--- src/rtl/smp_pkg.sv ---
// Shared types and constants for the STUN message parser.
// Used by smp_parse_core, smp_result_fifo and stun_message_parser; no dependencies.
package smp_pkg;

    localparam int HEADER_BYTES      = 20;
    localparam int TXN_HIGH_END      = 12;
    localparam int PAD_MASK          = 3;
    localparam int ATTR_HEADER_BYTES = 4;

    localparam int POS_W = 17;
    localparam int LEN_W = 16;

    localparam logic [POS_W-1:0] POS_MAX      = {POS_W{1'b1}};
    localparam logic [31:0]      COOKIE_RESET = 32'h2112_A442;

    localparam int FIFO_DEPTH = 4;
    localparam int PTR_W      = $clog2(FIFO_DEPTH);
    localparam int CNT_W      = $clog2(FIFO_DEPTH + 1);
    localparam int FILL_LIMIT = FIFO_DEPTH - 2;

    typedef enum logic [2:0] {
        PH_HEADER   = 3'd0,
        PH_ATTR_HDR = 3'd1,
        PH_VALUE    = 3'd2,
        PH_PAD      = 3'd3,
        PH_IDLE     = 3'd4
    } phase_t;

    typedef enum logic [1:0] {
        KIND_HEADER     = 2'd0,
        KIND_ATTR_START = 2'd1,
        KIND_VALUE      = 2'd2,
        KIND_END        = 2'd3
    } kind_t;

    typedef enum logic [2:0] {
        ST_OK          = 3'd0,
        ST_TOO_SHORT   = 3'd1,
        ST_LEN_EXCEEDS = 3'd2,
        ST_BAD_COOKIE  = 3'd3,
        ST_TRUNCATED   = 3'd4
    } status_t;

    typedef struct packed {
        logic [7:0] data_byte;
        logic       last;
    } req_t;

    typedef struct packed {
        kind_t       kind;
        logic [15:0] msg_type;
        logic [15:0] msg_length;
        logic [31:0] txn_id_high;
        logic [63:0] txn_id_low;
        logic [15:0] attribute_type;
        logic [15:0] attribute_length;
        logic [7:0]  value_byte;
        logic [15:0] value_index;
        status_t     status;
        logic        end_of_message;
    } rsp_t;

    // One or two results written into the result queue in a cycle.
    typedef struct packed {
        logic first;
        logic second;
    } push_t;

endpackage

--- src/rtl/stun_message_parser.sv ---
// Top level of the STUN message parser: byte request channel, result channel, cookie register.
// Depends on smp_pkg, smp_parse_core and smp_result_fifo.
//
//   channel   | direction | handshake             | payload
//   ----------+-----------+-----------------------+------------------------------
//   req       | in        | req_valid / req_stall | smp_pkg::req_t (byte, last)
//   rsp       | out       | rsp_valid / rsp_stall | smp_pkg::rsp_t (one result)
//   cookie    | in        | cookie_write_en       | 32-bit expected magic cookie
//
// Each accepted byte updates the parse state in the same cycle and writes its
// results (none, one, or two when a header, attribute or value result coincides
// with the final byte) into a four-entry result queue; the registered head of
// the queue drives rsp. One byte is taken per clock while at most two
// results wait; a byte that yields two results stalls the input only when it
// leaves more than two results waiting.
// rsp_stall holds the queue head; req_stall rises when more than two results wait.
// Reset (rst_n low, asynchronous) clears the parse state and queue and loads the
// standard cookie 0x2112A442 into the cookie register.
module stun_message_parser (
    input  logic          clk,
    input  logic          rst_n,
    input  logic          req_valid,
    output logic          req_stall,
    input  smp_pkg::req_t req_data,
    output logic          rsp_valid,
    input  logic          rsp_stall,
    output smp_pkg::rsp_t rsp_data,
    input  logic          cookie_write_en,
    input  logic [31:0]   cookie_write_data
);

    logic           room;
    logic           accept;
    smp_pkg::push_t push;
    smp_pkg::rsp_t  rsp_first;
    smp_pkg::rsp_t  rsp_second;

    // Take a request whenever the queue can absorb the worst case of two results.
    assign req_stall = !room;
    assign accept    = req_valid && room;

    smp_parse_core u_core (
        .clk               (clk),
        .rst_n             (rst_n),
        .accept            (accept),
        .req               (req_data),
        .cookie_write_en   (cookie_write_en),
        .cookie_write_data (cookie_write_data),
        .push              (push),
        .rsp_first         (rsp_first),
        .rsp_second        (rsp_second)
    );

    smp_result_fifo u_fifo (
        .clk       (clk),
        .rst_n     (rst_n),
        .push      (push),
        .wr_first  (rsp_first),
        .wr_second (rsp_second),
        .room      (room),
        .rd_valid  (rsp_valid),
        .rd_stall  (rsp_stall),
        .rd_data   (rsp_data)
    );

endmodule

--- src/rtl/smp_parse_core.sv ---
// Byte-wise STUN parse state and result generation, one byte per accepted request.
// Depends on smp_pkg.
module smp_parse_core (
    input  logic                clk,
    input  logic                rst_n,
    input  logic                accept,
    input  smp_pkg::req_t       req,
    input  logic                cookie_write_en,
    input  logic [31:0]         cookie_write_data,
    output smp_pkg::push_t      push,
    output smp_pkg::rsp_t       rsp_first,
    output smp_pkg::rsp_t       rsp_second
);

    logic [smp_pkg::POS_W-1:0] pos_reg, pos_next;
    smp_pkg::phase_t           phase_reg, phase_next;
    logic [15:0]               htype_reg, htype_next;
    logic [15:0]               hlen_reg, hlen_next;
    logic [31:0]               cookie_reg, cookie_next;
    logic [31:0]               txnu_reg, txnu_next;
    logic [63:0]               txnl_reg, txnl_next;
    logic [31:0]               ahs_reg, ahs_next;
    logic [smp_pkg::LEN_W-1:0] abl_reg, abl_next;
    logic [smp_pkg::LEN_W-1:0] area_reg, area_next;
    logic                      bad_reg, bad_next;
    logic [31:0]               expected_cookie_reg;

    logic                      prim_valid;
    smp_pkg::rsp_t             prim;
    smp_pkg::rsp_t             fin;
    logic [7:0]                b;
    logic [15:0]               alen;
    logic [1:0]                pad;
    logic [smp_pkg::POS_W-1:0] len_plus;

    always_comb
    begin
        pos_next    = pos_reg;
        phase_next  = phase_reg;
        htype_next  = htype_reg;
        hlen_next   = hlen_reg;
        cookie_next = cookie_reg;
        txnu_next   = txnu_reg;
        txnl_next   = txnl_reg;
        ahs_next    = ahs_reg;
        abl_next    = abl_reg;
        area_next   = area_reg;
        bad_next    = bad_reg;
        prim_valid  = 1'b0;
        prim        = '0;
        fin         = '0;
        b           = req.data_byte;
        alen        = ahs_reg[15:0];
        pad         = 2'd0;
        len_plus    = '0;

        // consume one byte of the declared attribute area
        if ((phase_reg == smp_pkg::PH_ATTR_HDR || phase_reg == smp_pkg::PH_VALUE ||
             phase_reg == smp_pkg::PH_PAD) && area_reg != '0)
        begin
            area_next = area_reg - 1'b1;
        end

        unique case (phase_reg)
            smp_pkg::PH_HEADER:
            begin
                if (pos_reg < smp_pkg::POS_W'(2))
                begin
                    htype_next = {htype_reg[7:0], b};
                end
                else if (pos_reg < smp_pkg::POS_W'(4))
                begin
                    hlen_next = {hlen_reg[7:0], b};
                    area_next = hlen_next;
                end
                else if (pos_reg < smp_pkg::POS_W'(8))
                begin
                    cookie_next = {cookie_reg[23:0], b};
                end
                else if (pos_reg < smp_pkg::POS_W'(smp_pkg::TXN_HIGH_END))
                begin
                    txnu_next = {txnu_reg[23:0], b};
                end
                else if (pos_reg < smp_pkg::POS_W'(smp_pkg::HEADER_BYTES))
                begin
                    txnl_next = {txnl_reg[55:0], b};
                end

                if (pos_reg == smp_pkg::POS_W'(smp_pkg::HEADER_BYTES - 1))
                begin
                    prim_valid       = 1'b1;
                    prim.kind        = smp_pkg::KIND_HEADER;
                    prim.msg_type    = htype_next;
                    prim.msg_length  = hlen_next;
                    prim.txn_id_high = txnu_next;
                    prim.txn_id_low  = txnl_next;
                    if (cookie_next != expected_cookie_reg)
                    begin
                        bad_next   = 1'b1;
                        phase_next = smp_pkg::PH_IDLE;
                    end
                    else if (hlen_next == '0)
                    begin
                        phase_next = smp_pkg::PH_IDLE;
                    end
                    else
                    begin
                        phase_next = smp_pkg::PH_ATTR_HDR;
                        abl_next   = smp_pkg::LEN_W'(smp_pkg::ATTR_HEADER_BYTES);
                    end
                end
                else if (pos_reg >= smp_pkg::POS_W'(smp_pkg::HEADER_BYTES))
                begin
                    phase_next = smp_pkg::PH_IDLE;
                end
            end

            smp_pkg::PH_ATTR_HDR:
            begin
                ahs_next = {ahs_reg[23:0], b};
                if (abl_reg != '0)
                begin
                    abl_next = abl_reg - 1'b1;
                end
                if (abl_next == '0)
                begin
                    prim_valid            = 1'b1;
                    prim.kind             = smp_pkg::KIND_ATTR_START;
                    prim.attribute_type   = ahs_next[31:16];
                    prim.attribute_length = ahs_next[15:0];
                    if (ahs_next[15:0] != '0)
                    begin
                        phase_next = smp_pkg::PH_VALUE;
                        abl_next   = ahs_next[15:0];
                    end
                    else if (area_next == '0)
                    begin
                        phase_next = smp_pkg::PH_IDLE;
                    end
                    else
                    begin
                        phase_next = smp_pkg::PH_ATTR_HDR;
                        abl_next   = smp_pkg::LEN_W'(smp_pkg::ATTR_HEADER_BYTES);
                    end
                end
            end

            smp_pkg::PH_VALUE:
            begin
                prim_valid            = 1'b1;
                prim.kind             = smp_pkg::KIND_VALUE;
                prim.attribute_type   = ahs_reg[31:16];
                prim.attribute_length = alen;
                prim.value_byte       = b;
                prim.value_index      = alen - abl_reg;
                if (abl_reg != '0)
                begin
                    abl_next = abl_reg - 1'b1;
                end
                if (abl_next == '0)
                begin
                    // padding up to the next multiple of four
                    pad = 2'(2'd0 - alen[1:0]) & 2'(smp_pkg::PAD_MASK);
                    if (pad != 2'd0)
                    begin
                        phase_next = smp_pkg::PH_PAD;
                        abl_next   = smp_pkg::LEN_W'(pad);
                    end
                    else if (area_next == '0)
                    begin
                        phase_next = smp_pkg::PH_IDLE;
                    end
                    else
                    begin
                        phase_next = smp_pkg::PH_ATTR_HDR;
                        abl_next   = smp_pkg::LEN_W'(smp_pkg::ATTR_HEADER_BYTES);
                    end
                end
            end

            smp_pkg::PH_PAD:
            begin
                if (abl_reg != '0)
                begin
                    abl_next = abl_reg - 1'b1;
                end
                if (abl_next == '0)
                begin
                    if (area_next == '0)
                    begin
                        phase_next = smp_pkg::PH_IDLE;
                    end
                    else
                    begin
                        phase_next = smp_pkg::PH_ATTR_HDR;
                        abl_next   = smp_pkg::LEN_W'(smp_pkg::ATTR_HEADER_BYTES);
                    end
                end
            end

            default:
            begin
                phase_next = smp_pkg::PH_IDLE;
            end
        endcase

        if (pos_reg != smp_pkg::POS_MAX)
        begin
            pos_next = pos_reg + 1'b1;
        end

        if (req.last)
        begin
            // total = pos + 1; length exceeds data when hlen > total - 20
            len_plus           = smp_pkg::POS_W'(hlen_next) +
                                 smp_pkg::POS_W'(smp_pkg::HEADER_BYTES - 1);
            fin.kind           = smp_pkg::KIND_END;
            fin.end_of_message = 1'b1;
            if (pos_reg < smp_pkg::POS_W'(smp_pkg::HEADER_BYTES - 1))
            begin
                fin.status = smp_pkg::ST_TOO_SHORT;
            end
            else if (len_plus > pos_reg)
            begin
                fin.status = smp_pkg::ST_LEN_EXCEEDS;
            end
            else if (bad_next)
            begin
                fin.status = smp_pkg::ST_BAD_COOKIE;
            end
            else if (phase_next == smp_pkg::PH_ATTR_HDR || phase_next == smp_pkg::PH_VALUE ||
                     phase_next == smp_pkg::PH_PAD)
            begin
                fin.status = smp_pkg::ST_TRUNCATED;
            end
            else
            begin
                fin.status = smp_pkg::ST_OK;
            end

            // drop all parse state for the next message
            pos_next    = '0;
            phase_next  = smp_pkg::PH_HEADER;
            htype_next  = '0;
            hlen_next   = '0;
            cookie_next = '0;
            txnu_next   = '0;
            txnl_next   = '0;
            ahs_next    = '0;
            abl_next    = '0;
            area_next   = '0;
            bad_next    = 1'b0;
        end
    end

    always_comb
    begin
        push.first  = accept && (prim_valid || req.last);
        push.second = accept && prim_valid && req.last;
        rsp_first   = prim_valid ? prim : fin;
        rsp_second  = fin;
    end

    always_ff @(posedge clk or negedge rst_n)
    begin
        if (!rst_n)
        begin
            pos_reg    <= '0;
            phase_reg  <= smp_pkg::PH_HEADER;
            htype_reg  <= '0;
            hlen_reg   <= '0;
            cookie_reg <= '0;
            txnu_reg   <= '0;
            txnl_reg   <= '0;
            ahs_reg    <= '0;
            abl_reg    <= '0;
            area_reg   <= '0;
            bad_reg    <= 1'b0;
        end
        else if (accept)
        begin
            pos_reg    <= pos_next;
            phase_reg  <= phase_next;
            htype_reg  <= htype_next;
            hlen_reg   <= hlen_next;
            cookie_reg <= cookie_next;
            txnu_reg   <= txnu_next;
            txnl_reg   <= txnl_next;
            ahs_reg    <= ahs_next;
            abl_reg    <= abl_next;
            area_reg   <= area_next;
            bad_reg    <= bad_next;
        end
    end

    always_ff @(posedge clk or negedge rst_n)
    begin
        if (!rst_n)
        begin
            expected_cookie_reg <= smp_pkg::COOKIE_RESET;
        end
        else if (cookie_write_en)
        begin
            expected_cookie_reg <= cookie_write_data;
        end
    end

    a_last_restarts: assert property (@(posedge clk) disable iff (!rst_n)
        (accept && req.last) |=> (pos_reg == '0 && phase_reg == smp_pkg::PH_HEADER))
        else $error("parse state not cleared after final byte");

    a_bad_cookie_idle: assert property (@(posedge clk) disable iff (!rst_n)
        bad_reg |-> (phase_reg == smp_pkg::PH_IDLE))
        else $error("attribute walk after cookie mismatch");

    a_second_is_end: assert property (@(posedge clk) disable iff (!rst_n)
        push.second |-> (rsp_second.kind == smp_pkg::KIND_END && push.first))
        else $error("second result is not an end status");

endmodule

--- src/rtl/smp_result_fifo.sv ---
// Four-entry result queue taking up to two results a cycle and giving one while rd_stall is low.
// Depends on smp_pkg.
module smp_result_fifo (
    input  logic           clk,
    input  logic           rst_n,
    input  smp_pkg::push_t push,
    input  smp_pkg::rsp_t  wr_first,
    input  smp_pkg::rsp_t  wr_second,
    output logic           room,
    output logic           rd_valid,
    input  logic           rd_stall,
    output smp_pkg::rsp_t  rd_data
);

    smp_pkg::rsp_t               slot_reg [smp_pkg::FIFO_DEPTH];
    logic [smp_pkg::PTR_W-1:0]   wr_ptr_reg, wr_ptr_next;
    logic [smp_pkg::PTR_W-1:0]   rd_ptr_reg, rd_ptr_next;
    logic [smp_pkg::CNT_W-1:0]   count_reg, count_next;
    logic [smp_pkg::PTR_W-1:0]   wr_ptr_plus;
    logic                        pop;

    always_comb
    begin
        wr_ptr_plus = wr_ptr_reg + 1'b1;
        pop         = rd_valid && !rd_stall;
        rd_ptr_next = pop ? rd_ptr_reg + 1'b1 : rd_ptr_reg;
        wr_ptr_next = wr_ptr_reg + smp_pkg::PTR_W'(push.first) + smp_pkg::PTR_W'(push.second);
        count_next  = count_reg + smp_pkg::CNT_W'(push.first) + smp_pkg::CNT_W'(push.second)
                      - smp_pkg::CNT_W'(pop);
    end

    assign rd_valid = (count_reg != '0);
    assign rd_data  = slot_reg[rd_ptr_reg];
    assign room     = (count_reg <= smp_pkg::CNT_W'(smp_pkg::FILL_LIMIT));

    always_ff @(posedge clk)
    begin
        if (push.first)
        begin
            slot_reg[wr_ptr_reg] <= wr_first;
        end
        if (push.second)
        begin
            slot_reg[wr_ptr_plus] <= wr_second;
        end
    end

    always_ff @(posedge clk or negedge rst_n)
    begin
        if (!rst_n)
        begin
            wr_ptr_reg <= '0;
            rd_ptr_reg <= '0;
            count_reg  <= '0;
        end
        else
        begin
            wr_ptr_reg <= wr_ptr_next;
            rd_ptr_reg <= rd_ptr_next;
            count_reg  <= count_next;
        end
    end

    a_no_overflow: assert property (@(posedge clk) disable iff (!rst_n)
        push.first |-> (count_reg <= smp_pkg::CNT_W'(smp_pkg::FILL_LIMIT)))
        else $error("result queue written without room");

    a_count_bound: assert property (@(posedge clk) disable iff (!rst_n)
        count_reg <= smp_pkg::CNT_W'(smp_pkg::FIFO_DEPTH))
        else $error("result queue count out of range");

    a_ptr_gap: assert property (@(posedge clk) disable iff (!rst_n)
        (smp_pkg::PTR_W'(wr_ptr_reg - rd_ptr_reg) == smp_pkg::PTR_W'(count_reg)))
        else $error("result queue pointers disagree with count");

endmodule
--- config.mk ---
export PLATFORM = sky130hd
export DESIGN_NAME = stun_message_parser
export DESIGN_NICKNAME = d
export VERILOG_FILES = /design/src/rtl/smp_pkg.sv /design/src/rtl/stun_message_parser.sv /design/src/rtl/smp_parse_core.sv /design/src/rtl/smp_result_fifo.sv
export SDC_FILE = /design/constraint.sdc
export NUM_CORES = 2
export LEC_CHECK = 0
export BUFFER_PORTS_ARGS = -buffer_cell sky130_fd_sc_hd__buf_4
export CORE_MARGIN = 1.5
export CORE_UTILIZATION = 67
export DETAILED_ROUTE_END_ITERATION = 8
export GPL_TIMING_DRIVEN = 0
export PLACE_DENSITY = 0.94
export SYNTH_ARGS = -nofsm -noshare
export SYNTH_HDL_FRONTEND = slang
export SYNTH_HIERARCHICAL = 1
export SYNTH_SLANG_ARGS = --single-unit
--- constraint.sdc ---
create_clock -name clk -period 30.2 [get_ports clk]
set_input_delay 3.02 -clock clk [delete_from_list [all_inputs] [get_ports clk]]
set_output_delay 3.02 -clock clk [all_outputs]
set_load 0.05 [all_outputs]
==> impl_metrics.toml <==
[run_status]
status = "finished with violations"
violations = "design-rule violations, max-capacitance violations, max-slew violations"

[floorplan]
die-area_um2 = 85400
die_h_um = 292
num_io_pins = 238
fp-row-count = 105
die_w_um = 292
core_area_um2 = 82400
start_util_pct = 68.0

[clock_tree]
ctsResizeCount = 0
cts_tree = "built"
cts_setup_buffers = 0
ctsLongestPathBuffers = 3
cts_made_buffers = 104
cts_hold_buffers = 0
h-tree-depth = 3
root_buffer = "clkbuf_16"
worstSkewPairLatency_ps = 720
path_clk_slew_ps = 60
cts.sinks = 1044

[run]
cap_violations = 3

[sta]
fin_crit_sh_pct = 25.6
worst_pin_slew_ps = 1560
fin_crit_ps = 7730
finalHoldWorstSlack_ps = 507
setup_viol = 0
max_freq_mhz = 129
hold_viol = 0
rsz0062_at_grt = "false"
clock_skew_ps = 50.0
slew-limit-headroom_pct = -4.30
drv_slew = 33

[cells_and_area]
nNetsFinal = 4642
finalNonFillerCells = 5715
fill_cells = 4056
synthToLayoutAreaGrowth_pct = 14.5
largest_reg_flops = 760
drive_above_1_share_pct = 37.4

[routing]
drtIter0Drc = 5572
remaining_drc_errors = 24
vias = 39898
routedWlPerCell_um = 29.5
antenna_left = 0
via_per_inst = 6.98
wl_mm = 168
dr.pass1.iters = 9

[worst_setup_path]
cp_slowest_stage_delay_ps = 950
crit_path_end_kind = "flop"
reg2reg_from = "u_core/abl_reg[1]"
cp_max_fo = 23
path_cells = "inv_1 > ha_1 > nor4b_1 > nand2_1 > nor2_1 > mux2i_1 > and3_1 > nand4b_1 > clkbuf_1 > nor2_1 > nor3_1 > nor3_1 > nand3b_1 > buf_2 > buf_6 > o21ai_4 > buf_12 > buf_12 > buf_12 > buf_16"
startpoint_type = "flop"
cp.arrival_ps = 8130
required_ps = 30600
worstSetupPathType = "flop to flop"
crit_start = "u_core/abl_reg[1]"
cp_slowest_cell = "nor3_1"
crit_top_cell = "buf_12"

[global_route]
grt_pass1_wl_mm = 252
grt_pass1_vias = 40296
antenna_found_initial = 5
track_usage_pct = 39.2
grt_max_degree = 121
overflow = 0

[synth]
synthesis.area_um2 = 56000
synthMuxAreaShare_pct = 25.1
ys_ff_latch = 1044
async_flop_share_pct = 27.2
synth_seq_area_share_pct = 53.4
synth.distinct_cells = 79
synth_edf_count = 760
synth_simple_gate_area_share_pct = 5.62
synth-warning-count = 6
synthCells = 3996
synth_area_per_cell_um2 = 14.0
synth_top_family_by_area = "multiplexers"
synthXorXnorAreaFrac_pct = 1.63
synth_compound_area_share_pct = 7.45
synth_fa_ha_area_share_pct = 1.04
synth-main-ff-cell = "edfxtp_1"

[place]
place_inst = 5516
dp_hpwl_mm = 104
gp_congestion = 0.962
portBuffers = 228

[power_and_ir_drop]
p_total_w = 0.00482
pwr_density_cell_nw_per_um2 = 75.1
p_leak_nw = 26.1
ir_worst_vdd_v = 0.0000665

[worst_hold_path]
worstHoldStart = "u_core/htype_reg[11]"
min_path_type = "flop to flop"
==> metal layers <==
metal  GRT usage [%]  share of wire [%]  up-vias
met4            22.5                7.2        8
li1                -                  -    16019
met1            48.4                 33    19586
met2            62.6                 47     3346
met5               0              0.033        -
met3            10.8                 12      939
==> logic make-up after synthesis <==
logic type	after synthesis
buf+inv	529
simple gates	689
fa+ha+maj	44
xor+xnor	104
other cells	1
compound gates	593
mux	992
flops	1044
==> through the flow <==
| stage | util (%) | cell area, um2 | worst slack [ps] | setup TNS, ps |
|---|---|---|---|---|
| finish | 77.9 | 64200 | 22470 | 0 |
| global route | 77.9 | 64100 | 22110 | 0 |
| CTS | 77.9 | 64100 | 22760 | 0 |
| detailed placement | 73.6 | 60600 | 22530 | 0 |
| global placement | 72.6 | 59800 | -260 | -42810 |
| floorplan | - | 56700 | 11290 | 0 |
==> critical path, delay by kind of cell (launching register included) <==
family          cells  cell delay (ps)
buf+inv             8             2100
flops               1              410
simple gates        9             3820
mux                 1              350
fa+ha+maj           1              320
compound gates      1              380
==> cells in the mapped netlist (6+ instances only) <==
| cell | n | share of area (%) |
|---|---|---|
| nor3_1 | 37 | 0.33 |
| or4_1 | 8 | 0.11 |
| or3_1 | 12 | 0.13 |
| nand2_1 | 353 | 2.4 |
| o21ai_1 | 6 | 0.054 |
| a21boi_0 | 7 | 0.094 |
| a22oi_1 | 15 | 0.20 |
| buf_4 | 209 | 2.8 |
| mux2_2 | 585 | 12 |
| o211ai_1 | 7 | 0.094 |
| edfxtp_1 | 760 | 41 |
| a21oi_1 | 176 | 1.6 |
| mux4_2 | 190 | 7.6 |
| nor2_1 | 120 | 0.80 |
| mux2i_1 | 17 | 0.30 |
| inv_1 | 62 | 0.42 |
| nor2b_1 | 7 | 0.078 |
| nand3_1 | 32 | 0.29 |
| a31oi_1 | 6 | 0.067 |
| o2bb2ai_1 | 21 | 0.33 |
| buf_8 | 22 | 0.59 |
| dfrtp_1 | 275 | 12 |
| buf_2 | 51 | 0.46 |
| o31ai_1 | 7 | 0.094 |
| xnor2_1 | 34 | 0.53 |
| o21a_1 | 7 | 0.094 |
| nand4_1 | 19 | 0.21 |
| o21ai_0 | 58 | 0.52 |
| mux2_4 | 200 | 5.4 |
| buf_6 | 21 | 0.42 |
| xor2_1 | 70 | 1.1 |
| ha_1 | 40 | 0.89 |
| o22ai_1 | 14 | 0.16 |
| clkbuf_1 | 143 | 0.96 |
| and3_1 | 11 | 0.12 |
| a21o_1 | 18 | 0.24 |
| buf_1 | 20 | 0.13 |
| dfstp_2 | 9 | 0.42 |
| nor4_1 | 34 | 0.38 |
| a22o_1 | 215 | 3.4 |
| nor3b_1 | 6 | 0.080 |
| and2_1 | 18 | 0.20 |
==> where the power goes <==
group	switching (W)	internal, W
clock network	0.000593	0.000740
registers	0.0000523	0.00162
logic	0.00121	0.000597
==> cell type report <==
class                   instances  area, um2  share of cell area (%)
diodes                          2       5.00                 0.00780
plain buffers                 466       3000                    4.68
clock buffers                 159       3130                    4.87
clock inverters                38        390                   0.609
inverters                      63        236                   0.369
multi-input cells            2606      23600                    36.8
flip-flops and latches       1044      29900                    46.7
well taps                    1070       1340                    2.09
repair buffers                267       2510                    3.91
==> layout by cell type, fill, tap and decap left out, drive strengths merged, types with 19 or more instances in the layout <==
cell type,instances
a21oi,178
a22o,215
buf,590
clkbuf,302
clkinv,30
conb,184
dfrtp,275
edfxtp,760
ha,40
inv,65
mux2,785
mux4,190
nand2,354
nand3,32
nand4,19
nor2,120
nor3,38
nor4,36
o21ai,64
o2bb2ai,21
xnor2,34
xor2,70
==> worst paths after layout <==
path | endpoint | slack (ps) | cells after the start
max | u_fifo/slot_reg[2][16] | 22470 | 20
min reg2reg | u_core/htype_reg[11] | 510 | 1
max reg2reg | u_fifo/slot_reg[2][16] | 22470 | 20
max in group asynchronous | u_core/txnu_reg[12] | 26790 | 2
min | u_core/htype_reg[11] | 510 | 1
min in group asynchronous | u_fifo/count_reg[0] | 2350 | 1
(Power assumes the default switching activity.)
